## src/design/slou_pkg.sv

```systemverilog
// ----------------------------------------------------------------------------
// slou_pkg
// Shared widths, operation codes and constants for the streaming list unit.
// ----------------------------------------------------------------------------
`default_nettype none

package slou_pkg;

  localparam int unsigned DATA_W    = 32;
  localparam int unsigned OP_W      = 6;
  localparam int unsigned POS_W     = 11;
  localparam int unsigned CFG_IDX_W = 1;
  localparam int unsigned POS_HW_MAX = 2047;

  // register indexes
  localparam logic [CFG_IDX_W-1:0] REG_OPERATION = 1'd0;
  localparam logic [CFG_IDX_W-1:0] REG_COUNT_ARG = 1'd1;

  // maps
  localparam logic [OP_W-1:0] OP_MAP_INC   = 6'd0;
  localparam logic [OP_W-1:0] OP_MAP_DEC   = 6'd1;
  localparam logic [OP_W-1:0] OP_MAP_MUL2  = 6'd2;
  localparam logic [OP_W-1:0] OP_MAP_DIV2  = 6'd3;
  localparam logic [OP_W-1:0] OP_MAP_NEG   = 6'd4;
  localparam logic [OP_W-1:0] OP_MAP_SQR   = 6'd5;
  localparam logic [OP_W-1:0] OP_MAP_MUL3  = 6'd6;
  localparam logic [OP_W-1:0] OP_MAP_DIV3  = 6'd7;
  localparam logic [OP_W-1:0] OP_MAP_MUL4  = 6'd8;
  localparam logic [OP_W-1:0] OP_MAP_DIV4  = 6'd9;
  // filters
  localparam logic [OP_W-1:0] OP_FILT_POS  = 6'd10;
  localparam logic [OP_W-1:0] OP_FILT_EVEN = 6'd13;
  // counts
  localparam logic [OP_W-1:0] OP_CNT_POS   = 6'd14;
  localparam logic [OP_W-1:0] OP_CNT_EVEN  = 6'd17;
  // scans
  localparam logic [OP_W-1:0] OP_SCAN_ADD  = 6'd18;
  localparam logic [OP_W-1:0] OP_SCAN_MUL  = 6'd20;
  localparam logic [OP_W-1:0] OP_SCAN_MIN  = 6'd22;
  // reductions
  localparam logic [OP_W-1:0] OP_RED_MAX   = 6'd23;
  localparam logic [OP_W-1:0] OP_RED_MIN   = 6'd24;
  localparam logic [OP_W-1:0] OP_RED_HEAD  = 6'd25;
  localparam logic [OP_W-1:0] OP_RED_LAST  = 6'd26;
  localparam logic [OP_W-1:0] OP_RED_SUM   = 6'd27;
  // zipwith
  localparam logic [OP_W-1:0] OP_ZIP_ADD   = 6'd28;
  localparam logic [OP_W-1:0] OP_ZIP_MUL   = 6'd30;
  localparam logic [OP_W-1:0] OP_ZIP_MIN   = 6'd32;
  // positional
  localparam logic [OP_W-1:0] OP_TAKE      = 6'd33;
  localparam logic [OP_W-1:0] OP_DROP      = 6'd34;
  localparam logic [OP_W-1:0] OP_ACCESS    = 6'd35;

  // binary op selector within scan / zipwith groups
  localparam logic [2:0] BIN_ADD = 3'd0;
  localparam logic [2:0] BIN_SUB = 3'd1;
  localparam logic [2:0] BIN_MUL = 3'd2;
  localparam logic [2:0] BIN_MAX = 3'd3;

  // predicate selector within filter / count groups
  localparam logic [1:0] PRED_POS = 2'd0;
  localparam logic [1:0] PRED_NEG = 2'd1;
  localparam logic [1:0] PRED_ODD = 2'd2;

  localparam logic [DATA_W-1:0] INT_MIN_VAL   = 32'h8000_0000;
  localparam logic [DATA_W-1:0] INT_MAX_VAL   = 32'h7FFF_FFFF;
  localparam logic [DATA_W-1:0] BAD_INDEX_VAL = 32'hFFF0_BDC0; // -1000000
  // ceil(2^33 / 3): exact quotient for any 32-bit magnitude after >> 33
  localparam logic [DATA_W-1:0] DIV3_RECIP    = 32'hAAAA_AAAB;

endpackage

`default_nettype wire

```

## src/design/slou_if.sv

```systemverilog
// ----------------------------------------------------------------------------
// slou_if
// Valid/ready channel interfaces: list input, result output, config writes.
// ----------------------------------------------------------------------------
`default_nettype none

interface slou_in_if import slou_pkg::*; ();
  logic                     valid;
  logic                     ready;
  logic signed [DATA_W-1:0] a_value;
  logic signed [DATA_W-1:0] b_value;
  logic                     element_valid;
  logic                     last;

  modport source (output valid, a_value, b_value, element_valid, last, input ready);
  modport sink   (input valid, a_value, b_value, element_valid, last, output ready);
endinterface

interface slou_out_if import slou_pkg::*; ();
  logic                     valid;
  logic                     ready;
  logic signed [DATA_W-1:0] result_value;
  logic                     value_valid;
  logic                     end_of_list;

  modport source (output valid, result_value, value_valid, end_of_list, input ready);
  modport sink   (input valid, result_value, value_valid, end_of_list, output ready);
endinterface

interface slou_cfg_if import slou_pkg::*; ();
  logic                 valid;
  logic                 ready;
  logic [CFG_IDX_W-1:0] index;
  logic [DATA_W-1:0]    data;

  modport source (output valid, index, data, input ready);
  modport sink   (input valid, index, data, output ready);
endinterface

`default_nettype wire

```

## src/design/streaming_list_op_unit.sv

```systemverilog
// ----------------------------------------------------------------------------
// streaming_list_op_unit
// Map / filter / count / scan / reduce / zipwith / take / drop / access over a
// streamed list, one element (or element pair) per beat.
// ----------------------------------------------------------------------------
//
//   channel  dir  payload                                      beat when
//   in_i     in   a_value, b_value, element_valid, last        valid & ready
//   out_o    out  result_value, value_valid, end_of_list       valid & ready
//   cfg_i    in   index (0 operation, 1 count_argument), data  valid & ready
//
// One beat per cycle sustained while out_o is ready. The input register feeds
// the compute stage, which writes list state and the result register. The
// scan-multiply recurrence through the shared 32x32 multiplier sets the stage
// length. Reset clears config and list state; no clearing pass. A stalled result
// register holds back the input stage only; cfg_i is always ready.
// ----------------------------------------------------------------------------
`default_nettype none

module streaming_list_op_unit import slou_pkg::*; #(
  parameter int unsigned MAX_LIST_LENGTH = 1024
) (
  input  wire        clk_i,
  input  wire        rst_ni,
  slou_in_if.sink    in_i,
  slou_out_if.source out_o,
  slou_cfg_if.sink   cfg_i
);

  localparam int unsigned POS_CAP = (MAX_LIST_LENGTH < POS_HW_MAX) ? MAX_LIST_LENGTH
                                                                   : POS_HW_MAX;
  localparam logic [POS_W-1:0] POS_CAP_C = POS_W'(POS_CAP);

  // config
  logic [OP_W-1:0]   op_q;
  logic [DATA_W-1:0] carg_q;

  // input register
  logic              s1_v_q;
  logic [DATA_W-1:0] s1_a_q, s1_b_q;
  logic              s1_ev_q, s1_last_q;

  // list state
  logic [POS_W-1:0]  pos_q, pos_n;
  logic [DATA_W-1:0] run_q, run_n;
  logic              hf_q, hf_n;
  logic [POS_W-1:0]  tally_q, tally_n;
  logic [DATA_W-1:0] pick_q, pick_n;
  logic              found_q, found_n;

  // result register
  logic              out_v_q;
  logic [DATA_W-1:0] out_rv_q;
  logic              out_vv_q, out_eol_q;

  logic              fire, has_result;
  logic              emit;
  logic [DATA_W-1:0] val;

  logic [DATA_W-1:0]   mul_x, mul_y;
  logic [2*DATA_W-1:0] prod;
  logic [DATA_W-1:0]   mag;
  logic [DATA_W-1:0]   div3_q;
  logic [DATA_W-1:0]   bias2, bias4;
  logic [DATA_W-1:0]   pos_ext;

  function automatic logic [DATA_W-1:0] smax(logic [DATA_W-1:0] x, logic [DATA_W-1:0] y);
    return ($signed(x) > $signed(y)) ? x : y;
  endfunction

  function automatic logic [DATA_W-1:0] smin(logic [DATA_W-1:0] x, logic [DATA_W-1:0] y);
    return ($signed(x) < $signed(y)) ? x : y;
  endfunction

  function automatic logic pred(logic [1:0] k, logic [DATA_W-1:0] x);
    logic r;
    case (k)
      PRED_POS: r = ($signed(x) > 0);
      PRED_NEG: r = x[DATA_W-1];
      PRED_ODD: r = x[0];
      default:  r = ~x[0];
    endcase
    return r;
  endfunction

  function automatic logic [DATA_W-1:0] bin_op(logic [2:0] k, logic [DATA_W-1:0] x,
                                               logic [DATA_W-1:0] y, logic [DATA_W-1:0] p);
    logic [DATA_W-1:0] r;
    case (k)
      BIN_ADD: r = x + y;
      BIN_SUB: r = x - y;
      BIN_MUL: r = p;
      BIN_MAX: r = smax(x, y);
      default: r = smin(x, y);
    endcase
    return r;
  endfunction

  // --------------------------------------------------------------------------
  // handshakes
  // --------------------------------------------------------------------------
  assign fire        = s1_v_q && (!out_v_q || out_o.ready);
  assign in_i.ready  = !s1_v_q || fire;
  assign cfg_i.ready = 1'b1;

  always_ff @(posedge clk_i or negedge rst_ni) begin
    if (!rst_ni) begin
      op_q   <= '0;
      carg_q <= '0;
    end else if (cfg_i.valid) begin
      case (cfg_i.index)
        REG_OPERATION: op_q   <= cfg_i.data[OP_W-1:0];
        REG_COUNT_ARG: carg_q <= cfg_i.data;
        default: ;
      endcase
    end
  end

  always_ff @(posedge clk_i or negedge rst_ni) begin
    if (!rst_ni) begin
      s1_v_q <= 1'b0;
    end else if (in_i.ready) begin
      s1_v_q <= in_i.valid;
    end
  end

  always_ff @(posedge clk_i) begin
    if (in_i.valid && in_i.ready) begin
      s1_a_q    <= in_i.a_value;
      s1_b_q    <= in_i.b_value;
      s1_ev_q   <= in_i.element_valid;
      s1_last_q <= in_i.last;
    end
  end

  // --------------------------------------------------------------------------
  // shared multiplier: square, divide-by-3 reciprocal, scan and zip multiply
  // --------------------------------------------------------------------------
  assign mag = s1_a_q[DATA_W-1] ? (~s1_a_q + 1'b1) : s1_a_q;

  always_comb begin
    mul_x = s1_a_q;
    mul_y = s1_b_q;
    if (op_q == OP_MAP_SQR) begin
      mul_y = s1_a_q;
    end else if (op_q == OP_MAP_DIV3) begin
      mul_x = mag;
      mul_y = DIV3_RECIP;
    end else if (op_q == OP_SCAN_MUL) begin
      mul_x = run_q;
      mul_y = s1_a_q;
    end
  end

  assign prod   = mul_x * mul_y;
  assign div3_q = DATA_W'(prod[2*DATA_W-1:DATA_W+1]);
  assign bias2  = s1_a_q + (s1_a_q[DATA_W-1] ? 32'd1 : 32'd0);
  assign bias4  = s1_a_q + (s1_a_q[DATA_W-1] ? 32'd3 : 32'd0);
  assign pos_ext = {{(DATA_W-POS_W){1'b0}}, pos_q};

  // --------------------------------------------------------------------------
  // compute stage
  // --------------------------------------------------------------------------
  always_comb begin
    emit    = 1'b0;
    val     = '0;
    pos_n   = pos_q;
    run_n   = run_q;
    hf_n    = hf_q;
    tally_n = tally_q;
    pick_n  = pick_q;
    found_n = found_q;

    if (s1_ev_q) begin
      if (op_q <= OP_MAP_DIV4) begin
        emit = 1'b1;
        case (op_q)
          OP_MAP_INC:  val = s1_a_q + 1'b1;
          OP_MAP_DEC:  val = s1_a_q - 1'b1;
          OP_MAP_MUL2: val = {s1_a_q[DATA_W-2:0], 1'b0};
          OP_MAP_DIV2: val = DATA_W'($signed(bias2) >>> 1);
          OP_MAP_NEG:  val = ~s1_a_q + 1'b1;
          OP_MAP_SQR:  val = prod[DATA_W-1:0];
          OP_MAP_MUL3: val = s1_a_q + {s1_a_q[DATA_W-2:0], 1'b0};
          OP_MAP_DIV3: val = s1_a_q[DATA_W-1] ? (~div3_q + 1'b1) : div3_q;
          OP_MAP_MUL4: val = {s1_a_q[DATA_W-3:0], 2'b00};
          default:     val = DATA_W'($signed(bias4) >>> 2);
        endcase
      end else if (op_q <= OP_FILT_EVEN) begin
        if (pred(2'(op_q - OP_FILT_POS), s1_a_q)) begin
          emit = 1'b1;
          val  = s1_a_q;
        end
      end else if (op_q <= OP_CNT_EVEN) begin
        if (pred(2'(op_q - OP_CNT_POS), s1_a_q) && (tally_q < POS_CAP_C)) begin
          tally_n = tally_q + 1'b1;
        end
      end else if (op_q <= OP_SCAN_MIN) begin
        run_n = hf_q ? bin_op(3'(op_q - OP_SCAN_ADD), run_q, s1_a_q, prod[DATA_W-1:0])
                     : s1_a_q;
        emit  = 1'b1;
        val   = run_n;
      end else if (op_q <= OP_RED_SUM) begin
        if (!hf_q) begin
          run_n = s1_a_q;
        end else begin
          case (op_q)
            OP_RED_MAX:  run_n = smax(run_q, s1_a_q);
            OP_RED_MIN:  run_n = smin(run_q, s1_a_q);
            OP_RED_LAST: run_n = s1_a_q;
            OP_RED_SUM:  run_n = run_q + s1_a_q;
            default:     run_n = run_q; // head keeps the first element
          endcase
        end
      end else if (op_q <= OP_ZIP_MIN) begin
        emit = 1'b1;
        val  = bin_op(3'(op_q - OP_ZIP_ADD), s1_a_q, s1_b_q, prod[DATA_W-1:0]);
      end else if (op_q == OP_TAKE) begin
        if ($signed(pos_ext) < $signed(carg_q)) begin
          emit = 1'b1;
          val  = s1_a_q;
        end
      end else if (op_q == OP_DROP) begin
        if (!carg_q[DATA_W-1] && (pos_ext >= carg_q)) begin
          emit = 1'b1;
          val  = s1_a_q;
        end
      end else if (op_q == OP_ACCESS) begin
        if (!found_q && (pos_ext == carg_q)) begin
          found_n = 1'b1;
          pick_n  = s1_a_q;
        end
      end
      hf_n = 1'b1;
      if (pos_q < POS_CAP_C) begin
        pos_n = pos_q + 1'b1;
      end
    end

    if (s1_last_q) begin
      if (op_q >= OP_CNT_POS && op_q <= OP_CNT_EVEN) begin
        emit = 1'b1;
        val  = {{(DATA_W-POS_W){1'b0}}, tally_n};
      end else if (op_q >= OP_RED_MAX && op_q <= OP_RED_SUM) begin
        emit = 1'b1;
        if (hf_n)                    val = run_n;
        else if (op_q == OP_RED_MAX) val = INT_MIN_VAL;
        else if (op_q == OP_RED_MIN) val = INT_MAX_VAL;
        else                         val = '0;
      end else if (op_q == OP_ACCESS) begin
        emit = 1'b1;
        val  = found_n ? pick_n : BAD_INDEX_VAL;
      end
      if (!emit) begin
        val = '0;
      end
      pos_n   = '0;
      run_n   = '0;
      hf_n    = 1'b0;
      tally_n = '0;
      pick_n  = '0;
      found_n = 1'b0;
    end
  end

  assign has_result = emit || s1_last_q;

  always_ff @(posedge clk_i or negedge rst_ni) begin
    if (!rst_ni) begin
      pos_q   <= '0;
      run_q   <= '0;
      hf_q    <= 1'b0;
      tally_q <= '0;
      pick_q  <= '0;
      found_q <= 1'b0;
    end else if (fire) begin
      pos_q   <= pos_n;
      run_q   <= run_n;
      hf_q    <= hf_n;
      tally_q <= tally_n;
      pick_q  <= pick_n;
      found_q <= found_n;
    end
  end

  always_ff @(posedge clk_i or negedge rst_ni) begin
    if (!rst_ni) begin
      out_v_q <= 1'b0;
    end else if (fire && has_result) begin
      out_v_q <= 1'b1;
    end else if (out_o.ready) begin
      out_v_q <= 1'b0;
    end
  end

  always_ff @(posedge clk_i) begin
    if (fire && has_result) begin
      out_rv_q  <= val;
      out_vv_q  <= emit;
      out_eol_q <= s1_last_q;
    end
  end

  assign out_o.valid        = out_v_q;
  assign out_o.result_value = out_rv_q;
  assign out_o.value_valid  = out_vv_q;
  assign out_o.end_of_list  = out_eol_q;

  // --------------------------------------------------------------------------
  // assertions
  // --------------------------------------------------------------------------
  a_list_cleared: assert property (@(posedge clk_i) disable iff (!rst_ni)
    (fire && s1_last_q) |=> (pos_q == '0 && !hf_q && tally_q == '0 && !found_q))
    else $error("list state not cleared after final beat");

  a_pos_capped: assert property (@(posedge clk_i) disable iff (!rst_ni)
    (pos_q <= POS_CAP_C) && (tally_q <= pos_q))
    else $error("position or tally past its bound");

  a_empty_zero: assert property (@(posedge clk_i) disable iff (!rst_ni)
    (out_v_q && !out_vv_q) |-> (out_rv_q == '0 && out_eol_q))
    else $error("empty result must be zero and end of list");

  a_no_overwrite: assert property (@(posedge clk_i) disable iff (!rst_ni)
    (out_v_q && !out_o.ready) |-> !fire)
    else $error("stage fired into a stalled result register");

endmodule

`default_nettype wire

```

## src/flat_wrapper.sv

```systemverilog
// flat-port wrapper written by rule: the top's interface ports become plain ports
module streaming_list_op_unit_flat import slou_pkg::*;
#(
  parameter int unsigned MAX_LIST_LENGTH = 1024
)
  (clk_i, rst_ni, in_i_valid, in_i_a_value, in_i_b_value, in_i_element_valid, in_i_last, in_i_ready, out_o_valid, out_o_result_value, out_o_value_valid, out_o_end_of_list, out_o_ready, cfg_i_valid, cfg_i_index, cfg_i_data, cfg_i_ready);
  slou_in_if in_i_i ();
  slou_out_if out_o_i ();
  slou_cfg_if cfg_i_i ();
  input  wire clk_i;
  input  wire rst_ni;
  input wire logic [$bits(in_i_i.valid)-1:0] in_i_valid;
  input wire logic [$bits(in_i_i.a_value)-1:0] in_i_a_value;
  input wire logic [$bits(in_i_i.b_value)-1:0] in_i_b_value;
  input wire logic [$bits(in_i_i.element_valid)-1:0] in_i_element_valid;
  input wire logic [$bits(in_i_i.last)-1:0] in_i_last;
  output wire logic [$bits(in_i_i.ready)-1:0] in_i_ready;
  output wire logic [$bits(out_o_i.valid)-1:0] out_o_valid;
  output wire logic [$bits(out_o_i.result_value)-1:0] out_o_result_value;
  output wire logic [$bits(out_o_i.value_valid)-1:0] out_o_value_valid;
  output wire logic [$bits(out_o_i.end_of_list)-1:0] out_o_end_of_list;
  input wire logic [$bits(out_o_i.ready)-1:0] out_o_ready;
  input wire logic [$bits(cfg_i_i.valid)-1:0] cfg_i_valid;
  input wire logic [$bits(cfg_i_i.index)-1:0] cfg_i_index;
  input wire logic [$bits(cfg_i_i.data)-1:0] cfg_i_data;
  output wire logic [$bits(cfg_i_i.ready)-1:0] cfg_i_ready;
  assign in_i_i.valid = in_i_valid;
  assign in_i_i.a_value = in_i_a_value;
  assign in_i_i.b_value = in_i_b_value;
  assign in_i_i.element_valid = in_i_element_valid;
  assign in_i_i.last = in_i_last;
  assign in_i_ready = in_i_i.ready;
  assign out_o_valid = out_o_i.valid;
  assign out_o_result_value = out_o_i.result_value;
  assign out_o_value_valid = out_o_i.value_valid;
  assign out_o_end_of_list = out_o_i.end_of_list;
  assign out_o_i.ready = out_o_ready;
  assign cfg_i_i.valid = cfg_i_valid;
  assign cfg_i_i.index = cfg_i_index;
  assign cfg_i_i.data = cfg_i_data;
  assign cfg_i_ready = cfg_i_i.ready;
  streaming_list_op_unit #(.MAX_LIST_LENGTH(MAX_LIST_LENGTH)) u_core (.clk_i(clk_i), .rst_ni(rst_ni), .in_i(in_i_i), .out_o(out_o_i), .cfg_i(cfg_i_i));
endmodule
```

## config.mk

```make
export PLATFORM = sky130hd
export DESIGN_NAME = streaming_list_op_unit_flat
export DESIGN_NICKNAME = d
export VERILOG_FILES = /design/src/design/slou_pkg.sv /design/src/design/slou_if.sv /design/src/design/streaming_list_op_unit.sv /design/src/flat_wrapper.sv
export SDC_FILE = /design/constraint.sdc
export NUM_CORES = 2
export LEC_CHECK = 0
export BUFFER_PORTS_ARGS = -buffer_cell sky130_fd_sc_hd__buf_2
export CAP_MARGIN = 30
export CORE_UTILIZATION = 25
export DETAILED_ROUTE_END_ITERATION = 8
export HOLD_SLACK_MARGIN = 0.1
export PLACE_DENSITY_LB_ADDON = 0.3
export SYNTH_ARGS = -nofsm -noshare
export SYNTH_HDL_FRONTEND = slang
export SYNTH_SLANG_ARGS = --single-unit
export TNS_END_PERCENT = 1
```

## constraint.sdc

```tcl
create_clock -name clk_i -period 12.7 [get_ports clk_i]
set_clock_uncertainty 0.05 [all_clocks]
set_input_delay 2.54 -clock clk_i [delete_from_list [all_inputs] [get_ports clk_i]]
set_output_delay 2.54 -clock clk_i [all_outputs]
set_load 0.01 [all_outputs]
```

# --- Word level (Yosys, flattened, before mapping) ---
# Index checks and enable logic that the tools add are counted.
classes:
  bitwise: 4
  n_reduce_logical: 26
  eq_ne: 27
  multipliers: 1
  addsub: 17
  order_cmp: 17
  n_mux: 111
ops:
  columns: ["operator", "n"]
  rows:
  - ["$mux W32", 53]
  - ["$pmux W32 S4", 3]
  - ["$pmux W32 S9", 1]
  - ["$add A32 B32 Y32", 5]
  - ["$mux W11", 9]
  - ["$add A32 B1 Y32 const B", 3]
  - ["$gt A32 B32 Y1", 2]
  - ["$lt A32 B32 Y1", 2]
  - ["$mul A32 B32 Y64", 1]
  - ["$sub A32 B32 Y32", 2]
  - ["$mux W1", 41]
  - ["$eq A11 B32 Y1", 1]
  - ["$ge A11 B32 Y1", 1]
  - ["$gt A32 B1 Y1 const B", 1]
  - ["$lt A12 B32 Y1", 1]
  - ["$not A31 Y32", 1]
  - ["$not A32 Y32", 1]
  - ["$sub A32 B1 Y32 const B", 1]
  - ["$mux W31", 1]
  - ["$eq A6 B5 Y1 const B", 5]
  - ["$eq A6 B3 Y1 const B", 4]
  - ["$add A11 B1 Y11 const B", 2]
  - ["$lt A11 B11 Y1 const B", 2]
  - ["$eq A6 B6 Y1 const B", 3]
  - ["other kinds (27)", 57]
totals:
  out_inout_bits: 37
  reg_bits: 228
  inputBits: 104

# --- Longest topological paths before layout ---
depth:
  word_depth: 20
  depth_mapped: 46

# --- Least setup slack after synthesis ---
# Ideal clock, no wire load.
synth_path:
  kind: "register to register"
  start: "register u_core.s1_a_q[1]"
  end: "register u_core.out_rv_q[31] (netlist: u_core.out_o.result_value[31]), data pin"
  stages_incl_launch_ff: 43
  slack_ns: 1.087
  period_less_slack_ns: 11.613
  n_path_buf: 4
  arrival_ns: 11.299
  t_required_ns: 12.386
  setup_time_ns: 0.264
  path_cell_list: "edfxtp_1 -> inv_1 -> ha_1 -> nor2b_1 -> and3_1 -> clkbuf_1 -> nand3_1 -> nor2_1 -> and3_1 -> and2_0 -> and4_1 -> clkbuf_1 -> o21a_1 -> o21ai_0 -> o221ai_1 -> clkbuf_1 -> nor2_1 -> fa_1 -> [7 not listed] -> fa_1 -> inv_1 -> fa_1 -> inv_1 -> ha_1 -> buf_6 -> a21oi_2 -> o21bai_1 -> a221o_1 -> a221o_1 -> or3_4 -> and2_4 -> or4_4 -> nor4_4 -> nand3_1 -> or3_1 -> a221oi_2 -> o31ai_1"
synth_via:
  elab_chain_len: 19
  word_cells_on_any_way: 69
  classes_between: "11 x add/sub; 1 x mul; 5 x order compare; 50 x mux; 2 x bitwise"
synth_rtl:
  columns: ["item", "line", "source"]
  rows:
  - ["start, declared", "streaming_list_op_unit.sv:40", "logic [DATA_W-1:0] s1_a_q, s1_b_q;"]
  - ["start signal, assigned", "streaming_list_op_unit.sv:129", "s1_a_q <= in_i.a_value;"]
  - ["branches (longest 18 deep; another with $mul A32 B32 Y64)", null, null]
  - ["$mux W32 (*)", "streaming_list_op_unit.sv:240", "if (s1_last_q) begin"]
  - ["net u_core.val[31]", "streaming_list_op_unit.sv:58", "logic [DATA_W-1:0] val;"]
  - ["end signal, assigned", "streaming_list_op_unit.sv:298", "out_rv_q <= val;"]
  - ["end, declared", "streaming_list_op_unit.sv:53", "logic [DATA_W-1:0] out_rv_q;"]
# Mark *: on every way through the listed nets, which the timed path passes. The select of a mux whose other input is x is not followed.
# A chain may end at the register's enable or synchronous reset.

# --- Final worst setup path ---
layout_path:
  start: "register u_core.op_q[3]"
  end: "register u_core.out_rv_q[14] (netlist: u_core.out_o.result_value[14]), data pin"
layout_via:
  elab_chain_len: 18
  word_cells_on_any_way: 100
  classes_between: "1 x add/sub; 1 x mul; 8 x order compare; 16 x eq/ne; 70 x mux; 1 x bitwise; 3 x reduce/logical"
layout_rtl:
  columns: ["item", "line", "source"]
  rows:
  - ["start, declared", "streaming_list_op_unit.sv:35", "logic [OP_W-1:0] op_q;"]
  - ["start signal, assigned", "streaming_list_op_unit.sv:112", "REG_OPERATION: op_q <= cfg_i.data[OP_W-1:0];"]
  - ["branches (longest 17 deep; another with $mul A32 B32 Y64)", null, null]
  - ["$mux W32 (*)", "streaming_list_op_unit.sv:240", null]
  - ["net u_core.val[14]", "streaming_list_op_unit.sv:58", null]
# Marks and branches as above.

==> results.cfg <==
[worst_setup_path]
r2r-start = u_core.op_q[3]
reg2reg_depth = 37
r2r_slack_ps = 250
critPathRequiredTime_ps = 13110
critPathArrivalTime_ps = 12860
timing.rr.end = u_core.out_o.result_value[14]
cpMostUsedCell = fa_1
worst_setup_path_start_kind = register
cp_max_fo = 14
slowest_delay_ps = 760
worstSetupPathType = register to register
cpMaxStageDelayCell = a21boi_1
cp-end-kind = register

[global_route]
grt_remaining_overflow = 0
grt_first_pass_wirelength_um = 572000
gr-usage-all-layers = 0.312
grt_pass1_vias = 67328
grt_max_degree = 74
antenna_found_initial = 64

[floorplanning]
rows = 186
die_area_mm2 = 0.262
die_y_um = 512
io_pins = 141
die_w_um = 512
initial_utilization = 0.252
core_area_mm2 = 0.258

[drt]
ant_nets = 0
met3_length_um = 47500
vias_per_cell = 5.88
drtIter0Drc = 9389
wl_per_cell_um = 35.4
first_pass_iters = 6
top_layer = met5
met2_length_um = 169000
vias = 69606
wl_met1_um = 172000
drc_errors = 0
drt-total-wl_um = 419000

[hold_path]
worstHoldStart = u_core.pick_q[25]
hp-class = register to register
holdPathStages = 2
whs_endpoint = u_core.pick_q[25]

[timing]
fin_ws_ps = 251
period_share = 0.980
final.min_clock_period_ps = 12450
final_max_slew_viol_count = 0
final-setup-viol-count = 0
max_slew_margin = 0.148
finalHoldViolCount = 0
tightest_slew_ps = 1260
rsz0062_at_grt = false
fmax_ghz = 0.0803

[yosys]
synth_cell_types = 119
avgSynthCellArea_um2 = 7.90
syn_nets = 9729
async_flop_share = 0.561
ys.flop_type = dfrtp_1
ys_seq_area_frac = 0.0956
synth_cells = 8222
synth_top_area_cell = fa_1
synth_warnings = 0
synth_top_area_share = 0.278
ys_ff_latch = 228
synth.area.top_cells = fa_1, ha_1, inv_1
synth_area_mm2 = 0.0649
synth_edf_count = 100

[clock_network]
cts_hold_buffers = 0
cts.clk_slew.worst_paths_ps = 70
htreeDepth = 1
cts_root_buffer = clkbuf_16
clkSinkCount = 228
post-cts-setup-buffer-count = 0
cts_inserted_buffers = 30
clock_path_buffers = 3
cts_tree = yes
clk_latency_ps = 690

[finish]
nets = 9893
area_growth_pct = 13.8
layout-drive-gt1-share = 0.114

[place]
dp_hpwl_um = 335000
post-place-ws_ps = -141
gp_congestion = 1.07
port_buffers = 139

[job]
drv_cap = 0

[status]
status = finished, final reports clean
repair_timing:
item / CTS / global route
resized for setup: 1 / 11
setup endpoints to repair: 8 / 20
pin swaps: 0 / 1
per-layer routing:
| layer | vias to the layer above | global-route usage |
|---|---|---|
| li1 | 28227 | - |
| met1 | 35526 | 0.414 |
| met2 | 4682 | 0.447 |
| met3 | 1119 | 0.0946 |
| met4 | 52 | 0.174 |
| met5 | - | 0 |
registers in the layout, indices dropped and copies added (netlist names), 6 cells and up:
name and cells:
u_core.run_q 32, u_core.tally_q 11, u_core.s1_a_q 32, u_core.s1_b_q 32, u_core.carg_q 32, u_core.pick_q 32, u_core.op_q 6, u_core.pos_q 11
u_core.out_o.result_value 32
per-stage QoR:
| step | TNS, ps | cells | hold slack [ps] | utilization | instance area (um^2) |
|---|---|---|---|---|---|
| final | 0 | 11829 | 425 | 0.287 | 73900 |
| after global routing | 0 | 11795 | 452 | 0.287 | 73800 |
| after CTS | 0 | 11791 | 428 | 0.286 | 73700 |
| after detailed placement | -182 | 11735 | 413 | 0.282 | 72600 |
| after global placement | -218 | 11716 | 405 | 0.281 | 72400 |
| after floorplan | 0 | 8222 | 392 | - | 64900 |
critical path, delay by kind of cell, from the launching register on:
family,cells,cell delay [ps]
AO/OA/AOI/OAI,10,3640
XOR/XNOR,1,120
adder cells (fa/ha/maj),10,4170
buffers and inverters,7,1050
flip-flops,1,570
AND/OR/NAND/NOR,9,2560
worst max path at each step:
stage / start / to / slack, ps / cells after the start
2_1_floorplan: u_core.s1_a_q[1] / u_core.out_o.result_value[31] / 1090 / 42
3_3_place_gp: u_core.op_q[3] / u_core.out_o.result_value[12] / -160 / 34
3_5_place_dp: u_core.op_q[3] / u_core.out_o.result_value[12] / -140 / 34
4_1_cts: u_core.op_q[3] / u_core.out_o.result_value[12] / 150 / 34
5_1_grt: u_core.op_q[3] / u_core.out_o.result_value[5] / 40 / 37
6_report: u_core.op_q[3] / u_core.out_o.result_value[14] / 250 / 37
cells by family (layout without fill, tap and decap cells):
group,count (synthesis),count (layout),share of synthesized area
other,1,36,0.0000578
multiplexers,98,98,0.0167
adder cells (fa/ha/maj),1403,1403,0.375
XOR/XNOR,271,271,0.0366
flip-flops,228,228,0.0956
AO/OA/AOI/OAI,2088,2088,0.213
buffers and inverters,1565,1753,0.0923
AND/OR/NAND/NOR,2568,2568,0.171
placed cells by master (no fill, tap or decap), types with 48 or more instances in the layout:
master    instances
inv_1          1021
nand2_1         981
nor2_1          949
fa_1            902
a21oi_1         531
ha_1            501
buf_4           475
o21ai_0         406
xnor2_1         201
buf_2           143
nand3_1         138
dfrtp_1         127
a21o_1          117
edfxtp_1        100
nor3_1           95
a221oi_1         90
o221ai_1         85
o211ai_1         78
a31oi_1          73
a211oi_1         70
xor2_1           56
nand4_1          53
a221o_1          52
and3_1           51
mux2_2           51
o22ai_1          50
and2_1           50
o21a_1           48
layout make-up:
| type | instances | area [um^2] |
|---|---|---|
| multi-input combinational | 6429 | 53300 |
| antenna | 35 | 87.6 |
| fill | 27653 | 184000 |
| sequential | 228 | 6210 |
| timing repair buffer | 658 | 5010 |
| inverter | 1039 | 3900 |
| clock buffer | 37 | 892 |
| clock inverter | 19 | 226 |
| tap | 3384 | 4230 |
cell usage after synthesis (all sizes together) (45+ instances only):
library cell  count
fa              902
o31ai            46
o21ai           454
o21a             49
nand3           141
ha              501
inv            1027
and2             56
xnor2           211
a22oi            45
a21oi           539
a21o            120
nand4            54
a221o            52
clkbuf          485
a221oi           96
a31oi            73
o221ai           91
nor3             97
dfrtp           128
xor2             60
and3             52
nand2           984
o22ai            68
a211oi           73
nor2            961
o211ai           79
mux2             53
edfxtp          100
Power is not shown: default switching activity piles up to over one toggle a cycle in this logic, so the estimate is an artifact.
